[config.mk]
export PLATFORM = sky130hd
export DESIGN_NAME = range_flow_table_switch_core
export DESIGN_NICKNAME = d
export VERILOG_FILES = /design/src/rtl/rfts_pkg.sv /design/src/rtl/range_flow_table_switch_core.sv /design/src/rtl/rfts_cell.sv
export SDC_FILE = /design/constraint.sdc
export NUM_CORES = 2
export LEC_CHECK = 0
export BUFFER_PORTS_ARGS = -buffer_cell sky130_fd_sc_hd__buf_2
export CORE_MARGIN = 4
export CORE_UTILIZATION = 50
export CTS_BUF_LIST = sky130_fd_sc_hd__clkbuf_16
export CTS_CLUSTER_SIZE = 20
export DETAILED_ROUTE_END_ITERATION = 16
export PLACE_DENSITY = 0.74
export SYNTH_ARGS = -nofsm -noshare
export SYNTH_HDL_FRONTEND = slang
export SYNTH_HIERARCHICAL = 1
export SYNTH_SLANG_ARGS = --single-unit
[constraint.sdc]
create_clock -name clk -period 5.65 [get_ports clk]
set_input_delay 0 -clock clk [delete_from_list [all_inputs] [get_ports clk]]
set_output_delay 0 -clock clk [all_outputs]
set_load 0.02 [all_outputs]
[src/rtl/rfts_pkg.sv]
// ----------------------------------------------------------------------------
// rfts_pkg
// Shared types, codes and helpers of the range flow table switch.
// ----------------------------------------------------------------------------
`default_nettype none

package rfts_pkg;

    // default number of rule cells in the chain
    localparam int unsigned TABLE_DEPTH_DEF = 16;

    localparam int unsigned ADDR_W = 10;
    localparam int unsigned CNT_W  = 32;

    localparam logic [CNT_W-1:0] CNT_MAX = '1;

    // item kinds carried in the slave tuser
    typedef enum logic
    {
        OP_LOOKUP = 1'b0,
        OP_ADD    = 1'b1
    } op_t;

    // result kinds carried in the master tuser
    typedef enum logic [2:0]
    {
        V_DROP    = 3'd0,
        V_ADMIT   = 3'd1,
        V_RELAY1  = 3'd2,
        V_RELAY2  = 3'd3,
        V_MISS    = 3'd4,
        V_BADPORT = 3'd5,
        V_ADDED   = 3'd6,
        V_FULL    = 3'd7
    } verdict_t;

    // rule actions and relay ports
    localparam logic       ACT_DROP    = 1'b0;
    localparam logic [1:0] PORT_RELAY1 = 2'd1;
    localparam logic [1:0] PORT_RELAY2 = 2'd2;

    // sequencer states
    typedef enum logic [1:0]
    {
        ST_IDLE   = 2'd0,
        ST_WALK   = 2'd1,
        ST_FINISH = 2'd2
    } state_t;

    // one stored rule, 46 bits, source low in the lowest bits
    typedef struct packed
    {
        logic [2:0]        priority_lvl;
        logic [1:0]        port;
        logic              action;
        logic [ADDR_W-1:0] dst_high;
        logic [ADDR_W-1:0] dst_low;
        logic [ADDR_W-1:0] src_high;
        logic [ADDR_W-1:0] src_low;
    } rule_t;

    // lookup probe handed from cell to cell
    typedef struct packed
    {
        logic             found;
        logic             action;
        logic [1:0]       port;
        logic [CNT_W-1:0] hits;
    } probe_t;

    // saturating increment of a counter
    function automatic logic [CNT_W-1:0] sat_inc(input logic [CNT_W-1:0] v);
        logic [CNT_W-1:0] r;
        r = (v == CNT_MAX) ? v : v + CNT_W'(1);
        return r;
    endfunction

endpackage

`default_nettype wire

[src/rtl/range_flow_table_switch_core.sv]
// ----------------------------------------------------------------------------
// range_flow_table_switch_core
// Flow table of destination range rules kept in a chain of rule cells, with
// hit counters and saturating admit and relay totals.
// ----------------------------------------------------------------------------
//
//  channel   direction  handshake             payload
//  --------  ---------  --------------------  -------------------------------
//  s_*       in         s_tvalid / s_tready   s_tuser kind, s_tdata item
//  m_*       out        m_tvalid / m_tready   m_tuser verdict, m_tdata result
//  apb       in         psel penable pwrite   own_ip_low @0, own_ip_high @4
//
//  A lookup walks the probe through the cell chain one cell a cycle, then the
//  winner is committed. An add goes straight to the commit step. One item is in
//  work at a time; the next transfer in is taken the cycle after the result is
//  loaded. The sequencer waits in its final step while the output register is
//  full and not taken. Reset clears the rule count, the totals, the own range
//  and the handshakes.
//
`default_nettype none

module range_flow_table_switch_core #(
    parameter int unsigned TABLE_DEPTH = rfts_pkg::TABLE_DEPTH_DEF
) (
    input  wire logic          clk,
    input  wire logic          rst_n,
    // item stream in
    input  wire logic          s_tvalid,
    output logic               s_tready,
    // src_ip[9:0] dst_ip[19:10] rule_src_low[29:20] rule_src_high[39:30]
    // rule_dst_low[49:40] rule_dst_high[59:50] rule_action[60]
    // rule_port[62:61] rule_priority[65:63], zeros above
    input  wire logic [71:0]   s_tdata,
    // operation[0]
    input  wire logic [0:0]    s_tuser,
    // result stream out
    output logic               m_tvalid,
    input  wire logic          m_tready,
    // rule_index[3:0] rule_hits[35:4] admit_total[67:36] relay_total[99:68]
    // relay_src[109:100] relay_dst[119:110]
    output logic [119:0]       m_tdata,
    // verdict[2:0]
    output logic [2:0]         m_tuser,
    // configuration port
    input  wire logic          psel,
    input  wire logic          penable,
    input  wire logic          pwrite,
    input  wire logic [2:0]    paddr,
    input  wire logic [31:0]   pwdata,
    output logic [31:0]        prdata,
    output logic               pready
);

    localparam int unsigned IDX_W  = $clog2(TABLE_DEPTH);
    localparam int unsigned RC_W   = $clog2(TABLE_DEPTH + 1);
    localparam int unsigned AW     = rfts_pkg::ADDR_W;
    localparam int unsigned CW     = rfts_pkg::CNT_W;
    localparam logic [RC_W-1:0]  DEPTH_COUNT = RC_W'(TABLE_DEPTH);
    localparam logic [IDX_W-1:0] WALK_LAST   = IDX_W'(TABLE_DEPTH - 1);

    // configuration registers
    logic [AW-1:0] own_lo_reg;
    logic [AW-1:0] own_hi_reg;
    logic          cfg_wr;

    // sequencer and item
    rfts_pkg::state_t  state_reg;
    rfts_pkg::state_t  state_next;
    logic [IDX_W-1:0]  walk_cnt_reg;
    rfts_pkg::op_t     op_reg;
    logic [AW-1:0]     src_reg;
    logic [AW-1:0]     dst_reg;
    rfts_pkg::rule_t   rule_in_reg;
    logic [RC_W-1:0]   rule_count_reg;
    logic [CW-1:0]     admit_reg;
    logic [CW-1:0]     relay_reg;

    // output register
    logic              m_tvalid_reg;
    logic [119:0]      m_tdata_reg;
    logic [2:0]        m_tuser_reg;

    logic              accept;
    logic              out_free;
    logic              fire;

    // commit decode
    logic                 wr_en;
    logic                 bump_en;
    logic [IDX_W-1:0]     sel_idx;
    rfts_pkg::verdict_t   verdict;
    logic [IDX_W-1:0]     idx_res;
    logic [CW-1:0]        hits_res;
    logic [CW-1:0]        admit_next;
    logic [CW-1:0]        relay_next;
    logic [RC_W-1:0]      rule_count_next;
    logic [AW-1:0]        rsrc;
    logic [AW-1:0]        rdst;

    // cell chain
    rfts_pkg::probe_t  probe [TABLE_DEPTH+1];
    logic [IDX_W-1:0]  pidx  [TABLE_DEPTH+1];

    // apb access
    assign pready = 1'b1;
    assign cfg_wr = psel && penable && pwrite && pready;

    always_ff @(posedge clk or negedge rst_n)
    begin
        if (!rst_n)
        begin
            own_lo_reg <= '0;
            own_hi_reg <= '0;
        end
        else if (cfg_wr)
        begin
            if (paddr[2])
            begin
                own_hi_reg <= pwdata[AW-1:0];
            end
            else
            begin
                own_lo_reg <= pwdata[AW-1:0];
            end
        end
    end

    always_comb
    begin
        prdata = paddr[2] ? {(32-AW)'(0), own_hi_reg} : {(32-AW)'(0), own_lo_reg};
    end

    // handshakes
    assign accept   = s_tvalid && s_tready;
    assign out_free = !m_tvalid_reg || m_tready;

    // next state
    always_comb
    begin
        state_next = state_reg;
        case (state_reg)
            rfts_pkg::ST_IDLE:
            begin
                if (s_tvalid)
                begin
                    state_next = (rfts_pkg::op_t'(s_tuser[0]) == rfts_pkg::OP_ADD)
                               ? rfts_pkg::ST_FINISH : rfts_pkg::ST_WALK;
                end
            end
            rfts_pkg::ST_WALK:
            begin
                if (walk_cnt_reg == WALK_LAST)
                begin
                    state_next = rfts_pkg::ST_FINISH;
                end
            end
            rfts_pkg::ST_FINISH:
            begin
                if (out_free)
                begin
                    state_next = rfts_pkg::ST_IDLE;
                end
            end
            default:
            begin
                state_next = rfts_pkg::ST_IDLE;
            end
        endcase
    end

    // state outputs
    always_comb
    begin
        s_tready = 1'b0;
        fire     = 1'b0;
        case (state_reg)
            rfts_pkg::ST_IDLE:   s_tready = 1'b1;
            rfts_pkg::ST_WALK:   s_tready = 1'b0;
            rfts_pkg::ST_FINISH: fire     = out_free;
            default:             s_tready = 1'b0;
        endcase
    end

    // sequencer registers
    always_ff @(posedge clk or negedge rst_n)
    begin
        if (!rst_n)
        begin
            state_reg    <= rfts_pkg::ST_IDLE;
            walk_cnt_reg <= '0;
        end
        else
        begin
            state_reg <= state_next;
            if (state_reg == rfts_pkg::ST_WALK)
            begin
                walk_cnt_reg <= walk_cnt_reg + IDX_W'(1);
            end
            else
            begin
                walk_cnt_reg <= '0;
            end
        end
    end

    // item capture
    always_ff @(posedge clk)
    begin
        if (accept)
        begin
            op_reg      <= rfts_pkg::op_t'(s_tuser[0]);
            src_reg     <= s_tdata[9:0];
            dst_reg     <= s_tdata[19:10];
            rule_in_reg <= s_tdata[65:20];
        end
    end

    // commit decode for the finished item
    always_comb
    begin
        wr_en           = 1'b0;
        bump_en         = 1'b0;
        sel_idx         = '0;
        verdict         = rfts_pkg::V_MISS;
        idx_res         = '0;
        hits_res        = '0;
        admit_next      = admit_reg;
        relay_next      = relay_reg;
        rule_count_next = rule_count_reg;
        rsrc            = '0;
        rdst            = '0;
        case (op_reg)
            rfts_pkg::OP_ADD:
            begin
                if (rule_count_reg >= DEPTH_COUNT)
                begin
                    verdict = rfts_pkg::V_FULL;
                end
                else
                begin
                    verdict         = rfts_pkg::V_ADDED;
                    wr_en           = fire;
                    sel_idx         = rule_count_reg[IDX_W-1:0];
                    idx_res         = rule_count_reg[IDX_W-1:0];
                    rule_count_next = rule_count_reg + RC_W'(1);
                end
            end
            rfts_pkg::OP_LOOKUP:
            begin
                if (probe[TABLE_DEPTH].found)
                begin
                    bump_en  = fire;
                    sel_idx  = pidx[TABLE_DEPTH];
                    idx_res  = pidx[TABLE_DEPTH];
                    hits_res = rfts_pkg::sat_inc(probe[TABLE_DEPTH].hits);
                    if (probe[TABLE_DEPTH].action == rfts_pkg::ACT_DROP)
                    begin
                        verdict = rfts_pkg::V_DROP;
                    end
                    else if ((own_lo_reg <= dst_reg) && (own_hi_reg >= dst_reg))
                    begin
                        verdict    = rfts_pkg::V_ADMIT;
                        admit_next = rfts_pkg::sat_inc(admit_reg);
                    end
                    else if (probe[TABLE_DEPTH].port == rfts_pkg::PORT_RELAY1
                          || probe[TABLE_DEPTH].port == rfts_pkg::PORT_RELAY2)
                    begin
                        verdict    = (probe[TABLE_DEPTH].port == rfts_pkg::PORT_RELAY1)
                                   ? rfts_pkg::V_RELAY1 : rfts_pkg::V_RELAY2;
                        relay_next = rfts_pkg::sat_inc(relay_reg);
                        rsrc       = src_reg;
                        rdst       = dst_reg;
                    end
                    else
                    begin
                        verdict = rfts_pkg::V_BADPORT;
                    end
                end
            end
            default:
            begin
                verdict = rfts_pkg::V_MISS;
            end
        endcase
    end

    // table and totals
    always_ff @(posedge clk or negedge rst_n)
    begin
        if (!rst_n)
        begin
            rule_count_reg <= '0;
            admit_reg      <= '0;
            relay_reg      <= '0;
        end
        else if (fire)
        begin
            rule_count_reg <= rule_count_next;
            admit_reg      <= admit_next;
            relay_reg      <= relay_next;
        end
    end

    // output register
    always_ff @(posedge clk or negedge rst_n)
    begin
        if (!rst_n)
        begin
            m_tvalid_reg <= 1'b0;
        end
        else if (fire)
        begin
            m_tvalid_reg <= 1'b1;
        end
        else if (m_tready)
        begin
            m_tvalid_reg <= 1'b0;
        end
    end

    always_ff @(posedge clk)
    begin
        if (fire)
        begin
            m_tdata_reg <= {rdst, rsrc, relay_next, admit_next, hits_res, 4'(idx_res)};
            m_tuser_reg <= verdict;
        end
    end

    assign m_tvalid = m_tvalid_reg;
    assign m_tdata  = m_tdata_reg;
    assign m_tuser  = m_tuser_reg;

    // chain of rule cells, probe enters empty at the head
    assign probe[0] = '0;
    assign pidx[0]  = '0;

    for (genvar i = 0; i < TABLE_DEPTH; i++)
    begin : g_cell
        rfts_cell #(
            .TABLE_DEPTH (TABLE_DEPTH),
            .CELL_IDX    (i)
        ) u_cell (
            .clk           (clk),
            .rst_n         (rst_n),
            .dst           (dst_reg),
            .rule_count    (rule_count_reg),
            .wr_en         (wr_en),
            .bump_en       (bump_en),
            .sel_idx       (sel_idx),
            .wr_rule       (rule_in_reg),
            .probe_in      (probe[i]),
            .probe_idx_in  (pidx[i]),
            .probe_out     (probe[i+1]),
            .probe_idx_out (pidx[i+1])
        );
    end

    // checks
    a_count_bound: assert property (@(posedge clk) disable iff (!rst_n)
        rule_count_reg <= DEPTH_COUNT)
        else $error("rule count beyond table depth");

    a_add_grows: assert property (@(posedge clk) disable iff (!rst_n)
        wr_en |=> rule_count_reg == $past(rule_count_reg) + RC_W'(1))
        else $error("rule add did not grow the table");

    a_admit_mono: assert property (@(posedge clk) disable iff (!rst_n)
        ##1 admit_reg >= $past(admit_reg))
        else $error("admit total went down");

    a_relay_total: assert property (@(posedge clk) disable iff (!rst_n)
        m_tvalid_reg && (m_tuser_reg == rfts_pkg::V_RELAY1
                      || m_tuser_reg == rfts_pkg::V_RELAY2)
        |-> m_tdata_reg[99:68] != '0)
        else $error("relay result with zero relay total");

    a_accept_busy: assert property (@(posedge clk) disable iff (!rst_n)
        accept |=> state_reg != rfts_pkg::ST_IDLE)
        else $error("sequencer idle right after a transfer in");

endmodule

`default_nettype wire

[src/rtl/rfts_cell.sv]
// ----------------------------------------------------------------------------
// rfts_cell
// One rule cell: holds a rule and its hit counter, checks the passing probe
// against its destination range and hands the probe on to the next cell.
// ----------------------------------------------------------------------------
`default_nettype none

module rfts_cell #(
    parameter int unsigned TABLE_DEPTH = rfts_pkg::TABLE_DEPTH_DEF,
    parameter int unsigned CELL_IDX    = 0,
    localparam int unsigned IDX_W      = $clog2(TABLE_DEPTH),
    localparam int unsigned RC_W       = $clog2(TABLE_DEPTH + 1)
) (
    input  wire logic                          clk,
    input  wire logic                          rst_n,
    // broadcast from the sequencer
    input  wire logic [rfts_pkg::ADDR_W-1:0]   dst,
    input  wire logic [RC_W-1:0]               rule_count,
    input  wire logic                          wr_en,
    input  wire logic                          bump_en,
    input  wire logic [IDX_W-1:0]              sel_idx,
    input  wire rfts_pkg::rule_t               wr_rule,
    // probe from the previous cell
    input  wire rfts_pkg::probe_t              probe_in,
    input  wire logic [IDX_W-1:0]              probe_idx_in,
    // probe to the next cell
    output rfts_pkg::probe_t                   probe_out,
    output logic [IDX_W-1:0]                   probe_idx_out
);

    localparam logic [IDX_W-1:0] MY_IDX   = IDX_W'(CELL_IDX);
    localparam logic [RC_W-1:0]  MY_COUNT = RC_W'(CELL_IDX);

    rfts_pkg::rule_t                rule_reg;
    logic [rfts_pkg::CNT_W-1:0]     hits_reg;
    rfts_pkg::probe_t               probe_reg;
    rfts_pkg::probe_t               probe_next;
    logic [IDX_W-1:0]               pidx_reg;
    logic [IDX_W-1:0]               pidx_next;
    logic                           match;
    logic                           selected;

    // range check, only for a cell that holds a rule
    assign match = (rule_count > MY_COUNT)
                && (rule_reg.dst_low <= dst)
                && (rule_reg.dst_high >= dst);

    assign selected = (sel_idx == MY_IDX);

    // later match overrides the probe
    always_comb
    begin
        probe_next = probe_in;
        pidx_next  = probe_idx_in;
        if (match)
        begin
            probe_next.found  = 1'b1;
            probe_next.action = rule_reg.action;
            probe_next.port   = rule_reg.port;
            probe_next.hits   = hits_reg;
            pidx_next         = MY_IDX;
        end
    end

    // probe stage
    always_ff @(posedge clk or negedge rst_n)
    begin
        if (!rst_n)
        begin
            probe_reg <= '0;
            pidx_reg  <= '0;
        end
        else
        begin
            probe_reg <= probe_next;
            pidx_reg  <= pidx_next;
        end
    end

    // rule and hit counter storage
    always_ff @(posedge clk)
    begin
        if (wr_en && selected)
        begin
            rule_reg <= wr_rule;
            hits_reg <= '0;
        end
        else if (bump_en && selected)
        begin
            hits_reg <= rfts_pkg::sat_inc(hits_reg);
        end
    end

    assign probe_out     = probe_reg;
    assign probe_idx_out = pidx_reg;

endmodule

`default_nettype wire
=== After elaboration in Yosys (flattened, before gate mapping) ===
Index checks and enable logic that the tools add are counted.

* Logic and storage cells: 478
* Memory bits (writable): 0
* Bits in latches: 0
* Output and inout bits: 158
* Bits of input ports: 115
* Bits in read-only memories: 0
* Memories kept: 0
* Register bits after elaboration: 1,768

* Eq/ne operators: 42
* Bitwise logic cells: 22
* $add $sub $neg: 21
* Multipliers: 0
* Shift operators: 0
* Divide/modulo/power cells: 0
* Reduce and logical (&&, ||, !) cells: 96
* Multiplexer cells: 68
* Order comparisons: 51

{| class="wikitable"
|+ Operators by type and width
! kind !! number
|-
| 32-bit by 1-bit adder with 32-bit output (second input constant) || 19
|-
| 32-bit equality test (second input constant) || 19
|-
| 36-bit 2-to-1 mux || 16
|-
| 32-bit 2-to-1 mux || 12
|-
| 10-bit greater-or-equal comparator || 17
|-
| 10-bit less-or-equal comparator || 17
|-
| 1-bit logical AND || 68
|-
| 4-bit 2-to-1 mux || 11
|-
| 5-bit by 4-bit greater-than comparator with 1-bit output (second input constant) || 8
|-
| 4-bit equality test (second input constant) || 9
|-
| 2-bit AND reduction || 18
|-
| 3-bit 2-to-1 mux || 8
|-
| 1-bit NOT || 22
|-
| 5-bit by 3-bit greater-than comparator with 1-bit output (second input constant) || 4
|-
| 4-bit by 3-bit equality test with 1-bit output (second input constant) || 4
|-
| 2-bit 2-to-1 mux || 6
|-
| 1-bit 2-to-1 mux || 11
|-
| 5-bit by 1-bit greater-than comparator with 1-bit output (second input constant) || 2
|-
| 5-bit by 2-bit greater-than comparator with 1-bit output (second input constant) || 2
|-
| 10-bit 2-to-1 mux || 1
|-
| 4-bit by 2-bit equality test with 1-bit output (second input constant) || 2
|-
| 4-bit one-hot mux with 2 select lines || 1
|-
| 2-bit != test (second input constant) || 3
|-
| 2-bit one-hot mux with 3 select lines || 1
|-
| other kinds (15) || 19
|}

=== Longest topological paths before layout ===
* Depth after elaboration: 7
* Gate-level depth with buffers: 12
* Gate-level depth less buffers: 9

=== Hierarchy ===
The synthesis kept the hierarchy.

{| class="wikitable"
|+ Modules (own cells, without submodules)
! module !! sequential area each (sq um) !! area an instance (sq um) !! cells an instance !! times used
|-
| range_flow_table_switch_core || 8,107.8 || 12,974.9 || 1,019 || 1
|-
| rfts_cell at g_cell[2].u_cell || 2,332.2 || 5,263.8 || 554 || 1
|-
| rfts_cell at g_cell[4].u_cell || 2,332.2 || 5,001.0 || 509 || 1
|-
| rfts_cell at g_cell[11].u_cell || 2,332.2 || 4,887.2 || 501 || 1
|-
| rfts_cell at g_cell[15].u_cell || 2,332.2 || 4,882.2 || 499 || 1
|-
| rfts_cell at g_cell[7].u_cell || 2,332.2 || 4,880.9 || 501 || 1
|-
| rfts_cell at g_cell[3].u_cell || 2,332.2 || 4,844.6 || 501 || 1
|-
| rfts_cell at g_cell[14].u_cell || 2,332.2 || 4,405.5 || 381 || 1
|-
| rfts_cell at g_cell[10].u_cell || 2,332.2 || 4,291.6 || 365 || 1
|-
| rfts_cell at g_cell[0].u_cell || 2,332.2 || 4,272.8 || 338 || 1
|-
| rfts_cell at g_cell[8].u_cell || 2,332.2 || 4,272.8 || 370 || 1
|-
| rfts_cell at g_cell[6].u_cell || 2,332.2 || 4,190.3 || 359 || 1
|-
| rfts_cell at g_cell[1].u_cell || 2,332.2 || 4,177.8 || 353 || 1
|-
| rfts_cell at g_cell[9].u_cell || 2,332.2 || 4,166.5 || 344 || 1
|-
| 3 more rows || n/a || n/a || n/a || n/a
|}

=== Worst setup path before layout ===
Ideal clock, no wire load.

* Path type: flip-flop to flip-flop
* Start: register state_reg[0]
* End: register g_cell[3].u_cell/rule_reg[20] (netlist name) (enable)
* Buffers on the path: 3
* Clock period less this slack: 6,006 ps
* Stages on the path, launching flop included: 10
* Setup time: 396 ps
* Data arrival time: 5,609 ps
* Slack: -356 ps
* Required time: 5,254 ps
* Cell sequence: dfrtp_1 > nand2b_1 > nand2b_1 > inv_1 > and2_1 > clkbuf_1 > nand2_1 > inv_1 > clkbuf_1 > clkbuf_1

* Longest elaborated chain between the ends: 5

{| class="wikitable"
|+ Ends and longest elaborated chain
! what !! line !! source
|-
| start, declared || range_flow_table_switch_core.sv:67 || <nowiki>rfts_pkg::state_t state_reg;</nowiki>
|-
| start signal, assigned || range_flow_table_switch_core.sv:189 || <nowiki>state_reg <= rfts_pkg::ST_IDLE;</nowiki>
|-
| start signal, assigned || range_flow_table_switch_core.sv:194 || <nowiki>state_reg <= state_next;</nowiki>
|-
| 2-bit equality test || range_flow_table_switch_core.sv:176 || <nowiki>case (state_reg)</nowiki>
|-
| 1-bit 2-to-1 mux || range_flow_table_switch_core.sv:176 ||
|-
| named net fire || range_flow_table_switch_core.sv:85 || <nowiki>logic fire;</nowiki>
|-
| 1-bit 2-to-1 mux || range_flow_table_switch_core.sv:235 || <nowiki>if (rule_count_reg >= DEPTH_COUNT)</nowiki>
|-
| 1-bit 2-to-1 mux || range_flow_table_switch_core.sv:232 || <nowiki>case (op_reg)</nowiki>
|-
| named net wr_en || range_flow_table_switch_core.sv:88 || <nowiki>logic wr_en;</nowiki>
|-
| 1-bit logical AND || rfts_cell.sv:83 || <nowiki>if (wr_en && selected)</nowiki>
|-
| end signal, assigned || rfts_cell.sv:85 || <nowiki>rule_reg <= wr_rule;</nowiki>
|-
| end, declared || rfts_cell.sv:34 || <nowiki>rfts_pkg::rule_t rule_reg;</nowiki>
|}

The timed path passes the listed nets, and every way through them passes these cells.
A chain may end at the register's enable or synchronous reset.

=== Worst setup path in the final report ===
* Start: register op_reg
* End: register g_cell[11].u_cell/hits_reg[26] (netlist name)

* Longest elaborated chain between the ends: 5
* Elaborated cells on any way between the ends: 8
* Classes of those cells: eq/ne (1); mux (3); bitwise (1); reduce/logical (3)

{| class="wikitable"
|+ Ends and longest elaborated chain
! what !! line !! source
|-
| start, declared || range_flow_table_switch_core.sv:70 || <nowiki>rfts_pkg::op_t op_reg;</nowiki>
|-
| start signal, assigned || range_flow_table_switch_core.sv:211 || <nowiki>op_reg <= rfts_pkg::op_t'(s_tuser[0]);</nowiki>
|-
| 1-bit NOT || n/a ||
|-
| 4-bit one-hot mux with 2 select lines * || n/a ||
|-
| named net idx_res[2] || range_flow_table_switch_core.sv:92 || <nowiki>logic [IDX_W-1:0] idx_res;</nowiki>
|-
| 4-bit equality test * || rfts_cell.sv:48 || <nowiki>assign selected = (sel_idx == MY_IDX);</nowiki>
|-
| 1-bit logical AND || rfts_cell.sv:88 || <nowiki>else if (bump_en && selected)</nowiki>
|-
| 2-bit AND reduction (no source line) || n/a ||
|-
| end signal, assigned || rfts_cell.sv:90 || <nowiki>hits_reg <= rfts_pkg::sat_inc(hits_reg);</nowiki>
|-
| end, declared || rfts_cell.sv:35 || <nowiki>logic [rfts_pkg::CNT_W-1:0] hits_reg;</nowiki>
|}

The timed path passes the listed nets; every way through them passes the cells marked *.

==> summary.md <==
| Metric | Value |
|---|---|
| CTS H-tree lvls | 4 |
| Crit-path slowest cell | a22o_1 |
| Share of post-route cells with drive strength above 1 | 0.142 |
| Clock Tree Root | clkbuf_16 |
| Leak Pwr | roughly 37 nW |
| Final setup TNS | 0 ps |
| Row count | 150 |
| Max reg flops | around 580 |
| Crit path max-delay family | simple AND/OR/NAND/NOR gates |
| Critical Path Max Stage Delay | roughly 1100 ps |
| Placer's final routability congestion estimate | just under 0.9 |
| Detail Route Antenna Nets | 0 |
| Worst hold path type | primary input to flop |
| CTS Sinks | 1,783 |
| PwrDens | a little under 400 mW/mm² |
| WHS | 95.1 ps |
| Number of vias per cell | slightly above 6 |
| Ys Warns | 6 |
| DRC Markers | 0 |
| Die Width | about 420 µm |
| Initial antenna violation count | 11 |
| Most frequent cells in the layout | dfrtp_1 (736), edfxtp_1 (535), dfxtp_1 (512), nor2_1 (459), nand3_1 (455) |
| Cts bufs inserted | 176 |
| FMAX | 218 MHz |
| Critical path cell sequence | nor2b_1 > a22o_1 > buf_4 > and4b_1 > nand2_1 > clkinv_1 > buf_4 > or4_1 > nand2_1 |
| Critical Path AT | between 5000 and 6000 ps |
| Least-Margin Pin Slew | 1380 ps |
| Grt total ovfl | 0 |
| CP Buf/Inv Count | 3 |
| Clock Latency Late Sink | approximately 800 ps |
| Clock Path Buffers | 3 |
| Pin count of the biggest net entering global routing | just under 200 |
| Worst Path Max Fanout | 49 |
| Syn_area_per_cell | approximately 11 µm² |
| RSZ-0062 raised after global routing | false |
| Total Wirelength | around 210,000 µm |
| Net count, final | about 8,400 |
| Die span in y | roughly 420 µm |
| Initial Util | 0.503 |
| Status | finished clean |
| Die ar. | ~0.18 mm² |
| IO buf count | around 200 |
| Post_cts resized | 0 |
| Slew Viols, Final | 0 |
| First drt pass iteration count | 7 |
| Minimum clock period | 4580 ps |
| Area delta synth->final | 12.2% |
| Number of fill cells | around 13,000 |
| Period Utilization, post-route | 0.811 |
| Wire per inst | ~21 µm |
| Maximum resistive drop on vdd | about 0.37 mV |
| Vias | between 60,000 and 70,000 |
| Global-route wire length before repair | 338,000 µm |
| Max-cap violations | 0 |
| Final Hold Fails | 0 |
| Slew margin rel. | 0.0828 |
| CTS tree | built |
| Critical path class | flop to flop |
| Vias in the first global route | 61,500 |
| Critical path launch point type | flop |
| Commonest non-fill, non-tap cell in the layout | dfrtp_1 |
| Cell area after synthesis | ~0.084 mm² |
| Total track usage | 0.240 |
| Fin Clk Skew | about 44 ps |
| Worst path required time | between 6000 and 7000 ps |
| CP Capture Type | flop |
| Final setup violation count | 0 |
| IO Pins | 273 |
| Clock transition at path regs | 60 ps |
| Iter 0 DRT Violations | 6,241 |
| Core area | 0.167 mm² |
| Synth Instances | 7,598 |
| DP HPWL | approximately 140,000 µm |
==> stage by stage <==
step	worst slack [ps]	power (mW)	util	cells	cell area, µm²
5_1_grt	852	38.3	0.565	10200	94500
3_5_place_dp	1240	24.8	0.523	9780	87400
4_1_cts	1220	36.7	0.565	10200	94400
6_report	1070	36.7	0.565	10200	94500
3_3_place_gp	1320	24.5	0.523	9780	87400
2_1_floorplan	876	21.8	-	7659	84400
==> per-layer routing <==
layer  GRT usage  vias to the layer above  part of all wire
met5           0                        -                 0
met4       0.106                        0             0.046
met3      0.0383                      629             0.067
met2       0.407                     2396              0.49
met1       0.303                    30900              0.40
li1            -                    28700                 -
==> worst min-delay path, cell delays in order <==
cell and delay, ps:
dlygate4sd3_1 510, buf_2 140, a22oi_1 70, nor2_1 120
==> timing repair <==
| action | 4_1_cts | 5_1_grt |
|---|---|---|
| setup endpoints to repair | 0 | 0 |
| endpoints found under the hold margin | 238 | 0 |
| setup buffers | 0 | 0 |
| hold buffers | 120 | 0 |
==> path summary, 6_finish.rpt <==
check                           slack [ps]                         endpoint  cells past startpoint                      startpoint
worst min-delay path                   100                     state_reg[0]                      4                        s_tvalid
worst max-delay path                  1070   g_cell[11].u_cell/hits_reg[26]                      9                          op_reg
max in group asynchronous             4190   g_cell[6].u_cell/probe_out[21]                      4                           rst_n
worst max register to register        1070   g_cell[11].u_cell/hits_reg[26]                      9                          op_reg
min in group asynchronous              480                     admit_reg[7]                      4                           rst_n
worst min register to register         430  g_cell[10].u_cell/probe_out[35]                      1  g_cell[9].u_cell/probe_out[35]
==> cell type report <==
class                           instances  area, µm²  share of cell area
Clock inverter                        155       1390              0.0147
Inverter                              275       1040              0.0110
Sequential cell                      1783      44700               0.474
Tap cell                             2204       2760              0.0292
Clock buffer                          178       4450              0.0472
Multi-Input combinational cell       5216      37000               0.392
Timing Repair Buffer                  423       3060              0.0324
Antenna cell                            9       22.5            0.000238
==> power breakdown <==
part	switching, mW	internal, mW
sequential	1.58	15.8
clock	5.13	6.69
combinational	4.46	3.04
Note: power is estimated with default switching activity, not from simulation.
